**config.mk**
```make
export PLATFORM = sky130hd
export DESIGN_NAME = mtse_ctrl
export DESIGN_NICKNAME = d
export VERILOG_FILES = /design/src/rtl/core/mtse_pkg.sv /design/src/rtl/core/mtse_ctrl.sv
export SDC_FILE = /design/constraint.sdc
export NUM_CORES = 1
export LEC_CHECK = 0
export ABC_AREA = 1
export BUFFER_PORTS_ARGS = -buffer_cell sky130_fd_sc_hd__buf_2
export CAP_MARGIN = 20
export CORE_AREA = 2 2 39 41
export DETAILED_ROUTE_END_ITERATION = 16
export DIE_AREA = 0 0 41 43
export GPL_TIMING_DRIVEN = 0
export HOLD_SLACK_MARGIN = 0.1
export PLACE_DENSITY = 0.71
export SLEW_MARGIN = 20
export SYNTH_ARGS = -nofsm -noshare
export SYNTH_HDL_FRONTEND = slang
export SYNTH_SLANG_ARGS = --single-unit
export TNS_END_PERCENT = 50
```
**constraint.sdc**
```tcl
create_clock -name clk -period 4.65 [get_ports clk]
set_clock_uncertainty 0.15 [all_clocks]
set_input_delay 1.1625 -clock clk [delete_from_list [all_inputs] [get_ports clk]]
set_output_delay 1.1625 -clock clk [all_outputs]
set_load 0.02 [all_outputs]
```
**src/rtl/core/mtse_pkg.sv**
```systemverilog
`timescale 1ns / 1ps
// Map table package: shared types, field widths and codes.
// Used by mtse_ctrl, mtse_dpath and map_table_size_age_eviction.
package mtse_pkg;

    localparam int TABLE_DEPTH_DEF = 32;

    localparam int SIZE_W  = 24;
    localparam int COORD_W = 16;
    localparam int ID_W    = 32;
    localparam int STAMP_W = 32;
    localparam int CODE_W  = 3;
    localparam int SLOT_OUT_W = 5;
    localparam int CFG_IDX_W  = 2;

    // outcome codes
    localparam logic [CODE_W-1:0] OUT_ADDED   = 3'd0;
    localparam logic [CODE_W-1:0] OUT_EVICTED = 3'd1;
    localparam logic [CODE_W-1:0] OUT_BAD     = 3'd2;
    localparam logic [CODE_W-1:0] OUT_FULL    = 3'd3;
    localparam logic [CODE_W-1:0] OUT_EMPTIED = 3'd4;

    // request kinds
    localparam logic REQ_ADD   = 1'b0;
    localparam logic REQ_EVICT = 1'b1;

    // configuration register indexes
    localparam logic [CFG_IDX_W-1:0] REG_AREA_LEFT   = 2'd0;
    localparam logic [CFG_IDX_W-1:0] REG_AREA_TOP    = 2'd1;
    localparam logic [CFG_IDX_W-1:0] REG_AREA_RIGHT  = 2'd2;
    localparam logic [CFG_IDX_W-1:0] REG_AREA_BOTTOM = 2'd3;

    typedef struct packed {
        logic               req_type;
        logic [SIZE_W-1:0]  map_size;
        logic [SIZE_W-1:0]  free_amount;
        logic [COORD_W-1:0] corner_left;
        logic [COORD_W-1:0] corner_top;
        logic [COORD_W-1:0] corner_right;
        logic [COORD_W-1:0] corner_bottom;
    } req_word_t;

    typedef struct packed {
        logic [CODE_W-1:0]     outcome;
        logic [SLOT_OUT_W-1:0] slot_index;
        logic [ID_W-1:0]       map_id;
        logic [SIZE_W-1:0]     freed_size;
        logic                  last_result;
    } rsp_word_t;

    typedef struct packed {
        logic [COORD_W-1:0] left;
        logic [COORD_W-1:0] top;
        logic [COORD_W-1:0] right;
        logic [COORD_W-1:0] bottom;
    } area_t;

    // controller -> datapath
    typedef struct packed {
        logic load_req;
        logic add_commit;
        logic scan_start;
        logic scan_run;
        logic evict_commit;
        logic set_bad;
        logic set_full;
        logic set_empty;
        logic fetch_id;
        logic emit;
    } cmd_t;

    // datapath -> controller
    typedef struct packed {
        logic req_evict;
        logic req_bad;
        logic table_full;
        logic amount_zero;
        logic scan_done;
        logic victim_found;
        logic res_last;
    } sts_t;

endpackage

```
**src/rtl/core/mtse_ctrl.sv**
```systemverilog
`timescale 1ns / 1ps
// Map table controller: request sequencing state machine.
// Depends on mtse_pkg (cmd_t, sts_t).
module mtse_ctrl (
    input  logic           clk,
    input  logic           rst_n,
    input  logic           req_valid,
    input  logic           out_free,
    input  mtse_pkg::sts_t sts,
    output mtse_pkg::cmd_t cmd,
    output logic           req_stall
);
    import mtse_pkg::*;

    typedef enum logic [6:0] {
        S_IDLE   = 7'b0000001,
        S_DECODE = 7'b0000010,
        S_POP    = 7'b0000100,
        S_SCAN   = 7'b0001000,
        S_PICK   = 7'b0010000,
        S_FETCH  = 7'b0100000,
        S_EMIT   = 7'b1000000
    } state_t;

    state_t state_reg, state_next;

    assign req_stall = (state_reg != S_IDLE);

    always_comb
    begin
        state_next = state_reg;
        cmd        = '0;
        unique case (state_reg)
            S_IDLE:
            begin
                if (req_valid)
                begin
                    cmd.load_req = 1'b1;
                    state_next   = S_DECODE;
                end
            end
            S_DECODE:
            begin
                if (!sts.req_evict)
                begin
                    if (sts.req_bad)
                    begin
                        cmd.set_bad = 1'b1;
                        state_next  = S_EMIT;
                    end
                    else if (sts.table_full)
                    begin
                        cmd.set_full = 1'b1;
                        state_next   = S_EMIT;
                    end
                    else
                    begin
                        state_next = S_POP;
                    end
                end
                else if (sts.amount_zero)
                begin
                    state_next = S_IDLE;
                end
                else
                begin
                    cmd.scan_start = 1'b1;
                    state_next     = S_SCAN;
                end
            end
            S_POP:
            begin
                cmd.add_commit = 1'b1;
                state_next     = S_EMIT;
            end
            S_SCAN:
            begin
                cmd.scan_run = 1'b1;
                if (sts.scan_done)
                begin
                    state_next = S_PICK;
                end
            end
            S_PICK:
            begin
                if (sts.victim_found)
                begin
                    cmd.evict_commit = 1'b1;
                    state_next       = S_FETCH;
                end
                else
                begin
                    cmd.set_empty = 1'b1;
                    state_next    = S_EMIT;
                end
            end
            S_FETCH:
            begin
                cmd.fetch_id = 1'b1;
                state_next   = S_EMIT;
            end
            S_EMIT:
            begin
                if (out_free)
                begin
                    cmd.emit = 1'b1;
                    if (sts.res_last)
                    begin
                        state_next = S_IDLE;
                    end
                    else
                    begin
                        cmd.scan_start = 1'b1;
                        state_next     = S_SCAN;
                    end
                end
            end
            default:
            begin
                state_next = S_IDLE;
            end
        endcase
    end

    always_ff @(posedge clk or negedge rst_n)
    begin
        if (!rst_n)
        begin
            state_reg <= S_IDLE;
        end
        else
        begin
            state_reg <= state_next;
        end
    end

    // a word is only handed to the output register when it has room
    a_emit_room: assert property (@(posedge clk) disable iff (!rst_n)
        cmd.emit |-> out_free)
        else $error("emit without output room");

    // scanning never skips the victim pick
    a_scan_to_pick: assert property (@(posedge clk) disable iff (!rst_n)
        (state_reg == S_SCAN && sts.scan_done) |=> state_reg == S_PICK)
        else $error("scan did not end in pick");

    // a new request is taken only from idle
    a_load_idle: assert property (@(posedge clk) disable iff (!rst_n)
        cmd.load_req |=> state_reg == S_DECODE)
        else $error("request load out of sequence");

endmodule

```
==> results of run 1 <==
## placed cells by master (no fill, tap or decap)
cell      instances
nor2_2            3
nand3_1           7
dfrtp_1           6
nor2_1           15
nand2_2           2
buf_2            21
dfstp_2           1
o21ai_0           2
nand2_4           1
a21oi_1           1
or3b_1            1
inv_2             4
inv_1            16
nand2_1          23
nor2_4            1
clkbuf_4          3
clkbuf_1          1
nor3_1            4
## through the flow
| step | power (mW) | area (sq um) | setup slack (ns) |
|---|---|---|---|
| after floorplan | 0.183 | 527 | 1.63 |
| after global placement | 0.214 | 652 | 1.48 |
| after detailed placement | 0.220 | 652 | 1.46 |
| after CTS | 0.273 | 678 | 1.46 |
| after global routing | 0.293 | 678 | 1.41 |
| final | 0.271 | 678 | 1.47 |
## report_power, final
group	internal, mW	switching, mW	leakage (nW)
Clock	0.0326	0.0202	0.0150
Combinational	0.0438	0.0924	0.342
Sequential	0.0757	0.00639	0.0932
## final cells by class
type                            instances  area share (%)
Inverter                               20            11.1
Clock buffer                            4            3.87
Sequential cell                         7            26.0
Tap cell                               16            2.95
Multi-Input combinational cell         60            40.6
Timing Repair Buffer                   21            15.5
## how the worst min path moves through the flow
stage | depth (start not counted) | end | start
after floorplan | 3 | state_reg[5] | state_reg[6]
after global placement | 3 | state_reg[5] | state_reg[6]
after detailed placement | 3 | state_reg[5] | state_reg[6]
after CTS | 3 | state_reg[5] | state_reg[6]
after global routing | 3 | state_reg[5] | state_reg[6]
final | 3 | state_reg[5] | state_reg[6]
## critical path, cell delays in order
cell     delay [ns]
buf_2          0.10
or3b_1         0.39
nand2_1        0.07
buf_2          0.15
## per-layer routing
layer,wire [um],share of wire [%],global-route usage (%)
met4,0,0,8.00
met3,50,4.3,3.14
met2,627,54,27.2
met1,477,41,18.9
met5,0,0,0
## cell families after synthesis
logic type             Yosys count  synth area share (%)
buffers and inverters           20                  14.3
AND/OR/NAND/NOR                 57                  49.4
AO/OA/AOI/OAI                    3                  2.85
flip-flops                       7                  33.5
==> metrics.cfg, run 1 <==
[final_layout]
drive_above_1_share_pct=32.1
final_util_pct=49.0
nets=124
syn2layout_area_growth_pct=28.7
ff_latch_area_sq_um=176
diodes=0
multi_input_area_sq_um=275
fill_cells=152
largest_reg_flops=7
instances_no_fill=128

[die]
dieHeight_um=43
core_sq_um=1380
start_util_pct=38.1
die-width_um=41
die_area_sq_um=1760
num_rows=14
io-pin-count=22

[clocking]
ctsHtreeMaxLevel=1
cts_buffer_depth=2
cts_tree=done
cts_root_buf=clkbuf_4
path_clk_slew_ns=0.05
clk_latency_ns=0.24
postCtsResizedCells=0
postCtsSetupBuffers=0
cts_hold_buffers=0
cts.sinks=7
cts_buffers=3

[detailed_routing]
drt_iter0_markers=14
dr.pass1.iters=4
wl_mm=1.15
vias=592
via_per_inst=4.63
wire_per_inst_um=9.02
ant_nets=0
drcViolationCount=0

[critical_path]
worstSetupStartpoint=sts[3]
cp-end-kind=primary output
ff2ff_setup_slack_ns=3.18
critical_path_class=in2out
reg2reg_to=state_reg[0]
critPathMaxFanout=2
critPathArrivalTime_ns=1.87
worstSetupStartpointType=primary input
r2r_start=state_reg[2]
cp.required_ns=3.34
r2r.worst_path.cells=10
cp-endpoint=cmd[7]

[timing]
report.final.slew_viol_count=0
rsz0062_at_grt=no
setup_viol=0
clock.fmax_mhz=314
slew_headroom_pct=78.1
hold_slack_ns=0.470
fin_crit_ns=3.18
hold_violations=0
worst_slew_pin_slew_ns=0.326
setup_tns_ns=0
fin_crit_sh_pct=68.4

[synth]
avgSynthCellArea_sq_um=6.05
synth.largest_area_cell=dfrtp_1
synth_edf_count=0
syn-num-nets=98
ys_ff_latch=7
syn-cell-area_sq_um=527
synthDominantCellAreaShare_pct=28.5
synth_commonest_cells=nand2_1 (23), inv_1 (16), nor2_1 (15), nand3_1 (7), dfrtp_1 (6)
synthArstFlopShare_pct=100
yosys_warnings=0
synth_most_common_cell=nand2_1
syn-instance-count=87
synthTopCellsByArea=dfrtp_1 (29%), nand2_1 (16%), inv_1 (11%), nor2_1 (11%), nand3_1 (6.7%)
seq_area_frac_synth_pct=33.5
synth_cell_types=15
synth_ff_type=dfrtp_1

[placed_design]
dp.cells=124
port_buffers=21
dp_hpwl_mm=1.03
place_congestion=0.733

[hold_path]
min_path_type=reg2reg

[pwr]
ir_drop_v=0.000204
power_leakage_nw=0.450
power_density_nw_per_um2=400

[global_route]
grt_pass1_wl_mm=1.90
gr-total-overflow=0
grt_start_max_net_pins=8
grt_pass1_vias=496
grt.total_usage_pct=16.4
antenna_found_initial=0

[run]
cap_violations=0

[run_status]
outcome=finished, final reports clean

Power figures use the tool's default switching activity.
==> run 2, diff against run 1 <==
CORE_AREA = default   (was 2 2 39 41)
CORE_MARGIN = 2   (was default)
CORE_UTILIZATION = 40   (was default)
DIE_AREA = default   (was 0 0 41 43)
PLACE_DENSITY = 0.74   (was 0.71)
clock period = 2.85 ns   (was 4.65 ns; I/O delays follow)
==> metrics.cfg, run 2 (synthesis results as in run 1) <==
[run_status]
outcome=finished, final reports clean  ; unchanged

[final_layout]
syn2layout_area_growth_pct=28.5  ; was 28.7%
instances_no_fill=127  ; was 128
final_common_cell=nand2_1  ; unchanged
diodes=0  ; unchanged
fill_cells=126  ; was 152
largest_reg_flops=7  ; unchanged
layout_common_cells=nand2_1 (23), buf_2 (21), inv_1 (16)  ; unchanged
final_area_sq_um=677  ; was 678 sq um
nets=124  ; unchanged
drive_above_1_share_pct=32.1  ; unchanged

[pwr]
power_density_nw_per_um2=647  ; was 400 nW/um^2
p_int_mw=0.248  ; was 0.152 mW
power_leakage_nw=0.450  ; unchanged
swShare_pct=43.4  ; was 43.9%
p_clk_share_pct=19.4  ; was 19.5%
pwr-share-seq_pct=30.4  ; was 30.3%
pwr-share-comb_pct=50.2  ; about the same
ir_drop_v=0.000332  ; was 0.000204 V
power_mw=0.438  ; was 0.271 mW
switchingPower_mw=0.190  ; was 0.119 mW

[global_route]
gr-total-overflow=0  ; unchanged
grt.total_usage_pct=16.9  ; was 16.4%
antenna_found_initial=0  ; unchanged
grt_pass1_wl_mm=1.73  ; was 1.90 mm
grt_start_max_net_pins=8  ; unchanged
grt_pass1_vias=462  ; was 496

[critical_path]
critical_path_class=reg2out  ; was in2out
critPathMaxFanout=4  ; was 2
r2r.worst_path.cells=10  ; unchanged
worstSetupStartpointType=flip-flop  ; was primary input
cp-end-kind=primary output  ; unchanged
cp.required_ns=1.99  ; was 3.34 ns
critPathArrivalTime_ns=1.57  ; was 1.87 ns

[clocking]
cts_buffers=3  ; unchanged
clk_latency_ns=0.24  ; about the same
cts_root_buf=clkbuf_4  ; unchanged
postCtsResizedCells=0  ; unchanged
cts_hold_buffers=0  ; unchanged
cts.sinks=7  ; unchanged
postCtsSetupBuffers=0  ; unchanged
ctsHtreeMaxLevel=1  ; unchanged
cts_buffer_depth=2  ; unchanged
cts_tree=done  ; unchanged
path_clk_slew_ns=0.05  ; about the same

[detailed_routing]
ant_nets=0  ; unchanged
dr.pass1.iters=4  ; unchanged
via_per_inst=4.61  ; was 4.63
drt_iter0_markers=10  ; was 14
wl_mm=1.10  ; was 1.15 mm
drcViolationCount=0  ; unchanged
wire_per_inst_um=8.67  ; was 9.02 um
vias=586  ; was 592

[placed_design]
port_buffers=21  ; unchanged
placed_cell_area_sq_um=651  ; was 652 sq um
dp.cells=123  ; was 124
dp_hpwl_um=951  ; was 1.03 mm
place_congestion=0.736  ; was 0.733

[timing]
setup_viol=0  ; unchanged
setup_tns_ns=0  ; unchanged
slew_headroom_pct=76.7  ; was 78.1%
fin_crit_ns=2.44
clock.fmax_mhz=410
fin_crit_sh_pct=85.5
hold_violations=0  ; unchanged
worst_slew_pin_slew_ns=0.347  ; was 0.326 ns
report.final.slew_viol_count=0  ; unchanged
rsz0062_at_grt=no  ; unchanged

[die]
die-width_um=40.3  ; was 41 um
core_sq_um=1270  ; was 1380 sq um
io-pin-count=22  ; unchanged
die_area_sq_um=1620  ; was 1760 sq um
start_util_pct=41.5  ; was 38.1%
dieHeight_um=40.3  ; was 43 um
num_rows=13  ; was 14

[run]
cap_violations=0  ; unchanged

[hold_path]
min_path_type=in2async  ; was reg2reg

run 2: metal layers:
layer	wire length (um)	vias to the layer above	global-route usage [%]
li1	-	309	-
met1	481	259	21.0
met2	569	18	25.8
met3	49	0	3.33
met4	0	0	12.5
met5	0	-	0
run 2: cell type report:
type	count	area, sq um	area share [%]
repair buffers	21	105	15.5
well taps	15	18.8	2.77
flip-flops and latches	7	176	26.1
clock buffers	4	26.3	3.88
inverters	20	75.1	11.1
multi-input cells	60	275	40.7
run 2: path summary, 6_finish.rpt:
check                        startpoint            to  slack [ns]
max in group asynchronous         rst_n  state_reg[0]        2.19
max reg2reg                state_reg[1]  state_reg[0]        1.41
min in group clk           state_reg[6]  state_reg[5]        0.48
max                        state_reg[6]        cmd[7]        0.41
min                               rst_n  state_reg[5]        0.14
min reg2reg                state_reg[6]  state_reg[5]        0.48
run 2: power by group through the flow:
stage	registers (mW)	clock network [mW]	logic [mW]
2_1_floorplan	0.133	0	0.165
3_3_place_gp	0.134	0	0.216
3_5_place_dp	0.135	0	0.220
4_1_cts	0.134	0.0881	0.220
5_1_grt	0.136	0.0892	0.254
6_report	0.133	0.0849	0.220
run 2: worst max-delay path, stage by stage, from the launching register on:
cell and delay [ns]:
dfrtp_1 0.38, inv_2 0.09, nand2_4 0.06, nor2_4 0.10
nand2_2 0.09, or3b_1 0.38, nand2_1 0.07, buf_2 0.15
run 2: through the flow:
stage          hold slack [ns]  utilization, %  setup slack (ns)
2_1_floorplan            0.267               -             0.687
3_3_place_gp             0.396            51.3             0.579
3_5_place_dp             0.396            51.3             0.554
4_1_cts                  0.135            53.4             0.397
5_1_grt                  0.147            53.4             0.316
6_report                 0.137            53.4             0.413
