[config.mk]
export PLATFORM = sky130hd
export DESIGN_NAME = mtse_dpath
export DESIGN_NICKNAME = d
export VERILOG_FILES = /design/src/rtl/core/mtse_pkg.sv /design/src/rtl/core/mtse_dpath.sv
export SDC_FILE = /design/constraint.sdc
export NUM_CORES = 2
export LEC_CHECK = 0
export ABC_AREA = 1
export BUFFER_PORTS_ARGS = -buffer_cell sky130_fd_sc_hd__buf_2
export CAP_MARGIN = 30
export CELL_PAD_IN_SITES_DETAIL_PLACEMENT = 1
export CELL_PAD_IN_SITES_GLOBAL_PLACEMENT = 2
export CORE_UTILIZATION = 40
export DETAILED_ROUTE_END_ITERATION = 10
export PLACE_DENSITY_LB_ADDON = 0.1
export SYNTH_ARGS = -nofsm -noshare
export SYNTH_HDL_FRONTEND = slang
export SYNTH_SLANG_ARGS = --single-unit
[constraint.sdc]
create_clock -name clk -period 12.1 [get_ports clk]
set_clock_uncertainty 0.1 [all_clocks]
set_input_delay 1.21 -clock clk [delete_from_list [all_inputs] [get_ports clk]]
set_output_delay 1.21 -clock clk [all_outputs]
set_load 0.005 [all_outputs]
[src/rtl/core/mtse_pkg.sv]
`timescale 1ns / 1ps
// Map table package: shared types, field widths and codes.
// Used by mtse_ctrl, mtse_dpath and map_table_size_age_eviction.
package mtse_pkg;

    localparam int TABLE_DEPTH_DEF = 32;

    localparam int SIZE_W  = 24;
    localparam int COORD_W = 16;
    localparam int ID_W    = 32;
    localparam int STAMP_W = 32;
    localparam int CODE_W  = 3;
    localparam int SLOT_OUT_W = 5;
    localparam int CFG_IDX_W  = 2;

    // outcome codes
    localparam logic [CODE_W-1:0] OUT_ADDED   = 3'd0;
    localparam logic [CODE_W-1:0] OUT_EVICTED = 3'd1;
    localparam logic [CODE_W-1:0] OUT_BAD     = 3'd2;
    localparam logic [CODE_W-1:0] OUT_FULL    = 3'd3;
    localparam logic [CODE_W-1:0] OUT_EMPTIED = 3'd4;

    // request kinds
    localparam logic REQ_ADD   = 1'b0;
    localparam logic REQ_EVICT = 1'b1;

    // configuration register indexes
    localparam logic [CFG_IDX_W-1:0] REG_AREA_LEFT   = 2'd0;
    localparam logic [CFG_IDX_W-1:0] REG_AREA_TOP    = 2'd1;
    localparam logic [CFG_IDX_W-1:0] REG_AREA_RIGHT  = 2'd2;
    localparam logic [CFG_IDX_W-1:0] REG_AREA_BOTTOM = 2'd3;

    typedef struct packed {
        logic               req_type;
        logic [SIZE_W-1:0]  map_size;
        logic [SIZE_W-1:0]  free_amount;
        logic [COORD_W-1:0] corner_left;
        logic [COORD_W-1:0] corner_top;
        logic [COORD_W-1:0] corner_right;
        logic [COORD_W-1:0] corner_bottom;
    } req_word_t;

    typedef struct packed {
        logic [CODE_W-1:0]     outcome;
        logic [SLOT_OUT_W-1:0] slot_index;
        logic [ID_W-1:0]       map_id;
        logic [SIZE_W-1:0]     freed_size;
        logic                  last_result;
    } rsp_word_t;

    typedef struct packed {
        logic [COORD_W-1:0] left;
        logic [COORD_W-1:0] top;
        logic [COORD_W-1:0] right;
        logic [COORD_W-1:0] bottom;
    } area_t;

    // controller -> datapath
    typedef struct packed {
        logic load_req;
        logic add_commit;
        logic scan_start;
        logic scan_run;
        logic evict_commit;
        logic set_bad;
        logic set_full;
        logic set_empty;
        logic fetch_id;
        logic emit;
    } cmd_t;

    // datapath -> controller
    typedef struct packed {
        logic req_evict;
        logic req_bad;
        logic table_full;
        logic amount_zero;
        logic scan_done;
        logic victim_found;
        logic res_last;
    } sts_t;

endpackage

[src/rtl/core/mtse_dpath.sv]
`timescale 1ns / 1ps
// Map table datapath: entry memories, free-slot stack, counters, victim scan.
// Depends on mtse_pkg; driven by mtse_ctrl commands.
module mtse_dpath #(
    parameter int TABLE_DEPTH = mtse_pkg::TABLE_DEPTH_DEF
) (
    input  logic                clk,
    input  logic                rst_n,
    input  mtse_pkg::cmd_t      cmd,
    input  mtse_pkg::req_word_t req_word,
    input  mtse_pkg::area_t     area,
    output mtse_pkg::sts_t      sts,
    output mtse_pkg::rsp_word_t result
);
    import mtse_pkg::*;

    localparam int SLOT_W = $clog2(TABLE_DEPTH);
    localparam int CNT_W  = $clog2(TABLE_DEPTH + 1);
    localparam int SCAN_W = $clog2(TABLE_DEPTH + 2);
    localparam int LIM_W  = STAMP_W + 3;
    localparam int S10_W  = STAMP_W + 4;

    localparam logic [CNT_W-1:0]  CNT_FULL   = CNT_W'(TABLE_DEPTH);
    localparam logic [SCAN_W-1:0] SCAN_ISSUE = SCAN_W'(TABLE_DEPTH);
    localparam logic [SCAN_W-1:0] SCAN_LAST  = SCAN_W'(TABLE_DEPTH + 1);

    // request and counters
    req_word_t         req_reg;
    logic [SIZE_W-1:0] amount_reg;
    logic [CNT_W-1:0]  free_count_reg;
    logic [STAMP_W-1:0] age_reg;
    logic [ID_W-1:0]   id_reg;
    logic [LIM_W-1:0]  limit_reg;

    // entry state
    logic [TABLE_DEPTH-1:0] entry_valid_reg;
    logic [SIZE_W-1:0]  size_mem  [TABLE_DEPTH];
    logic [STAMP_W-1:0] stamp_mem [TABLE_DEPTH];
    logic [ID_W-1:0]    ident_mem [TABLE_DEPTH];
    logic [SIZE_W-1:0]  rd_size_reg;
    logic [STAMP_W-1:0] rd_stamp_reg;
    logic [ID_W-1:0]    rd_ident_reg;

    // free-slot stack; an unwritten location holds its own index
    logic [SLOT_W-1:0]      stk_mem [TABLE_DEPTH];
    logic [SLOT_W-1:0]      stk_rd_reg;
    logic [TABLE_DEPTH-1:0] stk_written_reg;

    // scan pipeline
    logic [SCAN_W-1:0] scan_cnt_reg;
    logic              p1_valid_reg, p2_valid_reg, p2_old_reg;
    logic [SLOT_W-1:0] p1_idx_reg, p2_idx_reg;
    logic [SIZE_W-1:0] p2_size_reg;
    logic              any_found_reg, old_found_reg;
    logic [SLOT_W-1:0] any_idx_reg, old_idx_reg;
    logic [SIZE_W-1:0] any_size_reg, old_size_reg;

    rsp_word_t result_reg;

    logic [CNT_W-1:0]      cnt_m1;
    logic [SLOT_W-1:0]     pop_idx;
    logic [SLOT_W-1:0]     new_slot;
    logic [SLOT_W-1:0]     scan_idx;
    logic                  scan_issue;
    logic [SLOT_W-1:0]     victim_idx;
    logic [SIZE_W-1:0]     victim_size;
    logic [SLOT_W-1:0]     rd_addr;
    logic [SIZE_W-1:0]     amount_next;
    logic [S10_W-1:0]      stamp_x10;
    logic                  p1_old;
    logic [STAMP_W-1:0]    age_inc;
    logic [ID_W-1:0]       id_inc;
    logic [SLOT_W+4:0]     new_slot_ext;
    logic [SLOT_W+4:0]     victim_ext;
    logic                  bad;

    assign cnt_m1   = free_count_reg - CNT_W'(1);
    assign pop_idx  = cnt_m1[SLOT_W-1:0];
    assign new_slot = stk_written_reg[pop_idx] ? stk_rd_reg : pop_idx;
    assign scan_idx = scan_cnt_reg[SLOT_W-1:0];
    assign scan_issue = (scan_cnt_reg < SCAN_ISSUE);
    assign victim_idx  = old_found_reg ? old_idx_reg : any_idx_reg;
    assign victim_size = old_found_reg ? old_size_reg : any_size_reg;
    assign rd_addr = cmd.evict_commit ? victim_idx : scan_idx;
    assign amount_next = (victim_size >= amount_reg) ? '0 : amount_reg - victim_size;
    assign age_inc = age_reg + STAMP_W'(1);
    assign id_inc  = id_reg + ID_W'(1);
    assign new_slot_ext = {5'b0, new_slot};
    assign victim_ext   = {5'b0, victim_idx};

    // stamp*10 <= age*7 stands for stamp <= 0.7*age
    assign stamp_x10 = {1'b0, rd_stamp_reg, 3'b000} + {3'b000, rd_stamp_reg, 1'b0};
    assign p1_old    = (stamp_x10 <= {1'b0, limit_reg});

    assign bad = (req_reg.map_size == '0)
              || (req_reg.corner_left > req_reg.corner_right)
              || (req_reg.corner_top > req_reg.corner_bottom)
              || (req_reg.corner_left < area.left)
              || (req_reg.corner_top < area.top)
              || (req_reg.corner_right > area.right)
              || (req_reg.corner_bottom > area.bottom);

    always_comb
    begin
        sts.req_evict    = (req_reg.req_type == REQ_EVICT);
        sts.req_bad      = bad;
        sts.table_full   = (free_count_reg == '0);
        sts.amount_zero  = (amount_reg == '0);
        sts.scan_done    = (scan_cnt_reg == SCAN_LAST);
        sts.victim_found = any_found_reg;
        sts.res_last     = result_reg.last_result;
    end

    assign result = result_reg;

    // entry memories: one write port (add), one registered read port
    always_ff @(posedge clk)
    begin
        if (cmd.add_commit)
        begin
            size_mem[new_slot]  <= req_reg.map_size;
            stamp_mem[new_slot] <= age_inc;
            ident_mem[new_slot] <= id_inc;
        end
        rd_size_reg  <= size_mem[rd_addr];
        rd_stamp_reg <= stamp_mem[rd_addr];
        rd_ident_reg <= ident_mem[rd_addr];
    end

    // stack memory: push on evict, read at top for pop
    always_ff @(posedge clk)
    begin
        if (cmd.evict_commit && (free_count_reg < CNT_FULL))
        begin
            stk_mem[free_count_reg[SLOT_W-1:0]] <= victim_idx;
        end
        stk_rd_reg <= stk_mem[pop_idx];
    end

    // payload registers
    always_ff @(posedge clk)
    begin
        if (cmd.load_req)
        begin
            req_reg <= req_word;
        end
        if (cmd.scan_start)
        begin
            limit_reg <= {age_reg, 3'b000} - {3'b000, age_reg};
        end
        if (cmd.scan_run)
        begin
            p1_idx_reg  <= scan_idx;
            p2_idx_reg  <= p1_idx_reg;
            p2_size_reg <= rd_size_reg;
            p2_old_reg  <= p1_old;
        end
        if (cmd.scan_run && p2_valid_reg)
        begin
            if (!any_found_reg || (p2_size_reg > any_size_reg))
            begin
                any_idx_reg  <= p2_idx_reg;
                any_size_reg <= p2_size_reg;
            end
            if (p2_old_reg && (!old_found_reg || (p2_size_reg > old_size_reg)))
            begin
                old_idx_reg  <= p2_idx_reg;
                old_size_reg <= p2_size_reg;
            end
        end
        priority if (cmd.set_bad)
        begin
            result_reg <= '{outcome: OUT_BAD, slot_index: '0, map_id: '0,
                            freed_size: '0, last_result: 1'b1};
        end
        else if (cmd.set_full)
        begin
            result_reg <= '{outcome: OUT_FULL, slot_index: '0, map_id: '0,
                            freed_size: '0, last_result: 1'b1};
        end
        else if (cmd.set_empty)
        begin
            result_reg <= '{outcome: OUT_EMPTIED, slot_index: '0, map_id: '0,
                            freed_size: '0, last_result: 1'b1};
        end
        else if (cmd.add_commit)
        begin
            result_reg <= '{outcome: OUT_ADDED, slot_index: new_slot_ext[4:0],
                            map_id: id_inc, freed_size: '0, last_result: 1'b1};
        end
        else if (cmd.evict_commit)
        begin
            result_reg <= '{outcome: OUT_EVICTED, slot_index: victim_ext[4:0],
                            map_id: '0, freed_size: victim_size,
                            last_result: (amount_next == '0)};
        end
        else if (cmd.fetch_id)
        begin
            result_reg.map_id <= rd_ident_reg;
        end
        else
        begin
            result_reg <= result_reg;
        end
    end

    // control state
    always_ff @(posedge clk or negedge rst_n)
    begin
        if (!rst_n)
        begin
            amount_reg      <= '0;
            free_count_reg  <= CNT_FULL;
            age_reg         <= '0;
            id_reg          <= '0;
            entry_valid_reg <= '0;
            stk_written_reg <= '0;
            scan_cnt_reg    <= '0;
            p1_valid_reg    <= 1'b0;
            p2_valid_reg    <= 1'b0;
            any_found_reg   <= 1'b0;
            old_found_reg   <= 1'b0;
        end
        else
        begin
            if (cmd.load_req)
            begin
                amount_reg <= req_word.free_amount;
            end
            if (cmd.add_commit)
            begin
                free_count_reg            <= cnt_m1;
                age_reg                   <= age_inc;
                id_reg                    <= id_inc;
                entry_valid_reg[new_slot] <= 1'b1;
            end
            if (cmd.evict_commit)
            begin
                entry_valid_reg[victim_idx] <= 1'b0;
                amount_reg                  <= amount_next;
                if (free_count_reg < CNT_FULL)
                begin
                    stk_written_reg[free_count_reg[SLOT_W-1:0]] <= 1'b1;
                    free_count_reg <= free_count_reg + CNT_W'(1);
                end
            end
            if (cmd.scan_start)
            begin
                scan_cnt_reg  <= '0;
                p1_valid_reg  <= 1'b0;
                p2_valid_reg  <= 1'b0;
                any_found_reg <= 1'b0;
                old_found_reg <= 1'b0;
            end
            else if (cmd.scan_run)
            begin
                scan_cnt_reg <= scan_cnt_reg + SCAN_W'(1);
                p1_valid_reg <= scan_issue && entry_valid_reg[scan_idx];
                p2_valid_reg <= p1_valid_reg;
                if (p2_valid_reg)
                begin
                    any_found_reg <= 1'b1;
                    if (p2_old_reg)
                    begin
                        old_found_reg <= 1'b1;
                    end
                end
            end
        end
    end

    // every slot is either on the free stack or holds a valid entry
    a_slot_count: assert property (@(posedge clk) disable iff (!rst_n)
        ($countones(entry_valid_reg) + int'(free_count_reg)) == TABLE_DEPTH)
        else $error("slot accounting broken");

    // an evicted slot holds a live entry
    a_victim_live: assert property (@(posedge clk) disable iff (!rst_n)
        cmd.evict_commit |-> entry_valid_reg[victim_idx])
        else $error("victim slot not valid");

    // a popped slot is free
    a_pop_free: assert property (@(posedge clk) disable iff (!rst_n)
        cmd.add_commit |-> !entry_valid_reg[new_slot])
        else $error("popped slot already in use");

endmodule

==> run metrics <==
# fillers 37700; initial DRC count 7678; Min Hold Slack 0.111 ns; first-pass GRT wire length 717 mm; total core area 0.363 sq mm; commonest non-fill, non-tap cell in the layout edfxtp_1; register bit total from synthesis 3519; initial antenna violation count 27; Crit Path Max Fanout 74; via/cell ratio 5.70; Die ar. between 0.3 and 0.4 sq mm; Worst Max-Slew Pin Slew 1.14 ns; FF+latch area just over 0.1 sq mm; Syn Inst Count 12300; chip width 607 microns; PD cells 234 mW/mm^2; fin cells 17600; Mean Syn Cell Area 11.9 sq um; Reg clk slew, reported paths approximately 0.060 ns; remaining global-route overflow 0; clock tree buffer depth 4; Most used DFF post-synth edfxtp_1; status completed; Ys Warns 0; initial core utilization 0.403; Sink Count about 3500; vias in the first global route 104000; fin crit share 0.557; H-tree levels 5; switch share 0.344; FF-to-FF setup slack 5.36 ns; Seq/Total Area, Yosys 0.706; setup violators final 0; PortBufs 259; Die H 607 microns; post-route setup TNS 0 ns; GP Congestion 0.819; Pint 25.5 mW; Worst setup SP type flop; # IOs 261; DRT Wirelength 496 mm; max-cap violations 0; later-pin clock latency in the skew report 0.96 ns; critical path class flop to flop; synthesized area about 0.15 sq mm; multi-input logic area 0.0382 sq mm; CTS buffer count 388; total track usage 0.265; normalized max-slew margin 0.239; WP data required ~13 ns; P_sw 13.4 mW; Root Driver clkbuf_16; Worst Path Buf+Inv 6; Unique masters post-synth 61; crit-path most repeated cell buf_4; Area after DPL approximately 0.15 sq mm; Hold Path Class input pin to async pin; CTS tree done; CP max-delay cell buf_4; Post-synth EDFFs 3193; syn nets ~13000; Clk pwr share 0.304; CTS Hold Bufs 0; ys async rst share 0.0477; largest net degree at the start of global routing 205; RSZ-0062 raised after global routing false; crit path DAT 7.47 ns; delay-heaviest family, CP buffers and inverters; Syn-to-layout area delta 13.6%; ANT nets after route 0; LEAKAGE 59.0 nW; post-detail-place hpwl 261 mm; cell area after layout 0.166 sq mm; element type at the critical path end flop; Max VDD drop 184 uV; Crit path largest cell delay 0.85 ns; Setup Fix Bufs, Post-CTS 0; TritonRoute pass-1 iters 6; Reg power frac 0.435; DR WL/cell 28.2 microns; post-cts sizing count 0; placed insts around 17000; Residual DRC 0; via count 100000; Comb power frac 0.260; max-slew violations 0; crit path cell chain buf_4 > inv_2 > nand2_1 > nand2_2 > nand2_2 > o21ai_4 > buf_4 > buf_4 > buf_4 > buf_4 > o21ai_0 > o22ai_1 > nand2_1 > nand3_1 > nand3_1 > nand2_1; fmax 0.148 GHz; layout cells sized above 1 0.0942; minimum clock period 6.74 ns; most frequent cells in the layout 3193 x edfxtp_1, 1778 x nor2_1, 1584 x o21ai_0; Hold Vio Cnt, Final 0; Top Registers ident_mem x1024, stamp_mem x1024, size_mem x768; row count between 200 and 250; Final #Nets 12900
## path summary, 6_finish.rpt
kind,start,end,cells past startpoint
worst max register to register,old_found_reg,rd_stamp_reg[18],16
max in group asynchronous,rst_n,old_found_reg,2
worst max-delay path,old_found_reg,rd_stamp_reg[18],16
worst min-delay path,rst_n,amount_reg[0],1
min in group clk,rd_size_reg[16],p2_size_reg[16],0
worst min register to register,rd_size_reg[16],p2_size_reg[16],0
## power groups by stage
stage               registers [mW]  logic, mW  clock network [mW]
floorplan                     17.0       5.94                   0
global placement              17.1       9.79                   0
detailed placement            17.2       10.2                   0
CTS                           16.9       10.2                12.0
global route                  17.1       11.0                12.4
finish                        16.9       10.1                11.8
## through the flow
stage	setup slack (ns)	util	total power, mW
final	5.36	0.458	38.9
after detailed placement	5.18	0.422	27.3
after floorplan	7.13	-	22.9
after CTS	5.39	0.457	39.2
after global routing	5.11	0.458	40.5
after global placement	5.22	0.421	26.9
## cells by family (layout without fill, tap and decap cells)
group | Yosys count | in the layout | synth area share
and+or+nand+nor | 4110 | 4110 | 0.114
other | 0 | 5 | 0
AOI/OAI and AO/OA | 2967 | 2967 | 0.112
DFF | 3519 | 3519 | 0.706
xor gates and xnor gates | 129 | 129 | 0.00783
buffers and inverters | 1312 | 1813 | 0.0368
adders and majority gates | 270 | 270 | 0.0232
muxes | 1 | 1 | 0.0000770
## metal layers
| layer | up-vias | GRT usage | wire length (microns) |
|---|---|---|---|
| met1 | 52500 | 0.364 | 221000 |
| li1 | 44700 | - | - |
| met3 | 656 | 0.0284 | 22400 |
| met5 | - | 0 | 58 |
| met4 | 8 | 0.0692 | 12900 |
| met2 | 2405 | 0.448 | 240000 |
## cell usage after synthesis (56+ instances only)
library cell  count  area share
nand3_1         661       0.023
o211ai_1         74      0.0038
dfrtp_1         167       0.029
o21ai_1         194      0.0066
buf_2           245      0.0084
clkbuf_1        404       0.010
o22ai_1         669       0.029
inv_1           588       0.015
dfxtp_1         158       0.022
o21ai_0        1584       0.054
o221ai_1         56      0.0034
nand2_1        1483       0.038
xor2_1          116      0.0069
edfxtp_1       3193        0.66
a21oi_1         287      0.0098
nor2_1         1780       0.046
ha_1            268       0.023
## area by class of cell
cell class | instances | area share
multi-input combinational | 7477 | 0.230
tap | 4794 | 0.0361
sequential | 3519 | 0.621
timing repair buffer | 485 | 0.0212
inverter | 605 | 0.0154
clock inverter | 181 | 0.0111
antenna | 5 | 0.0000753
clock buffer | 542 | 0.0648
Power figures use the tool's default switching activity.
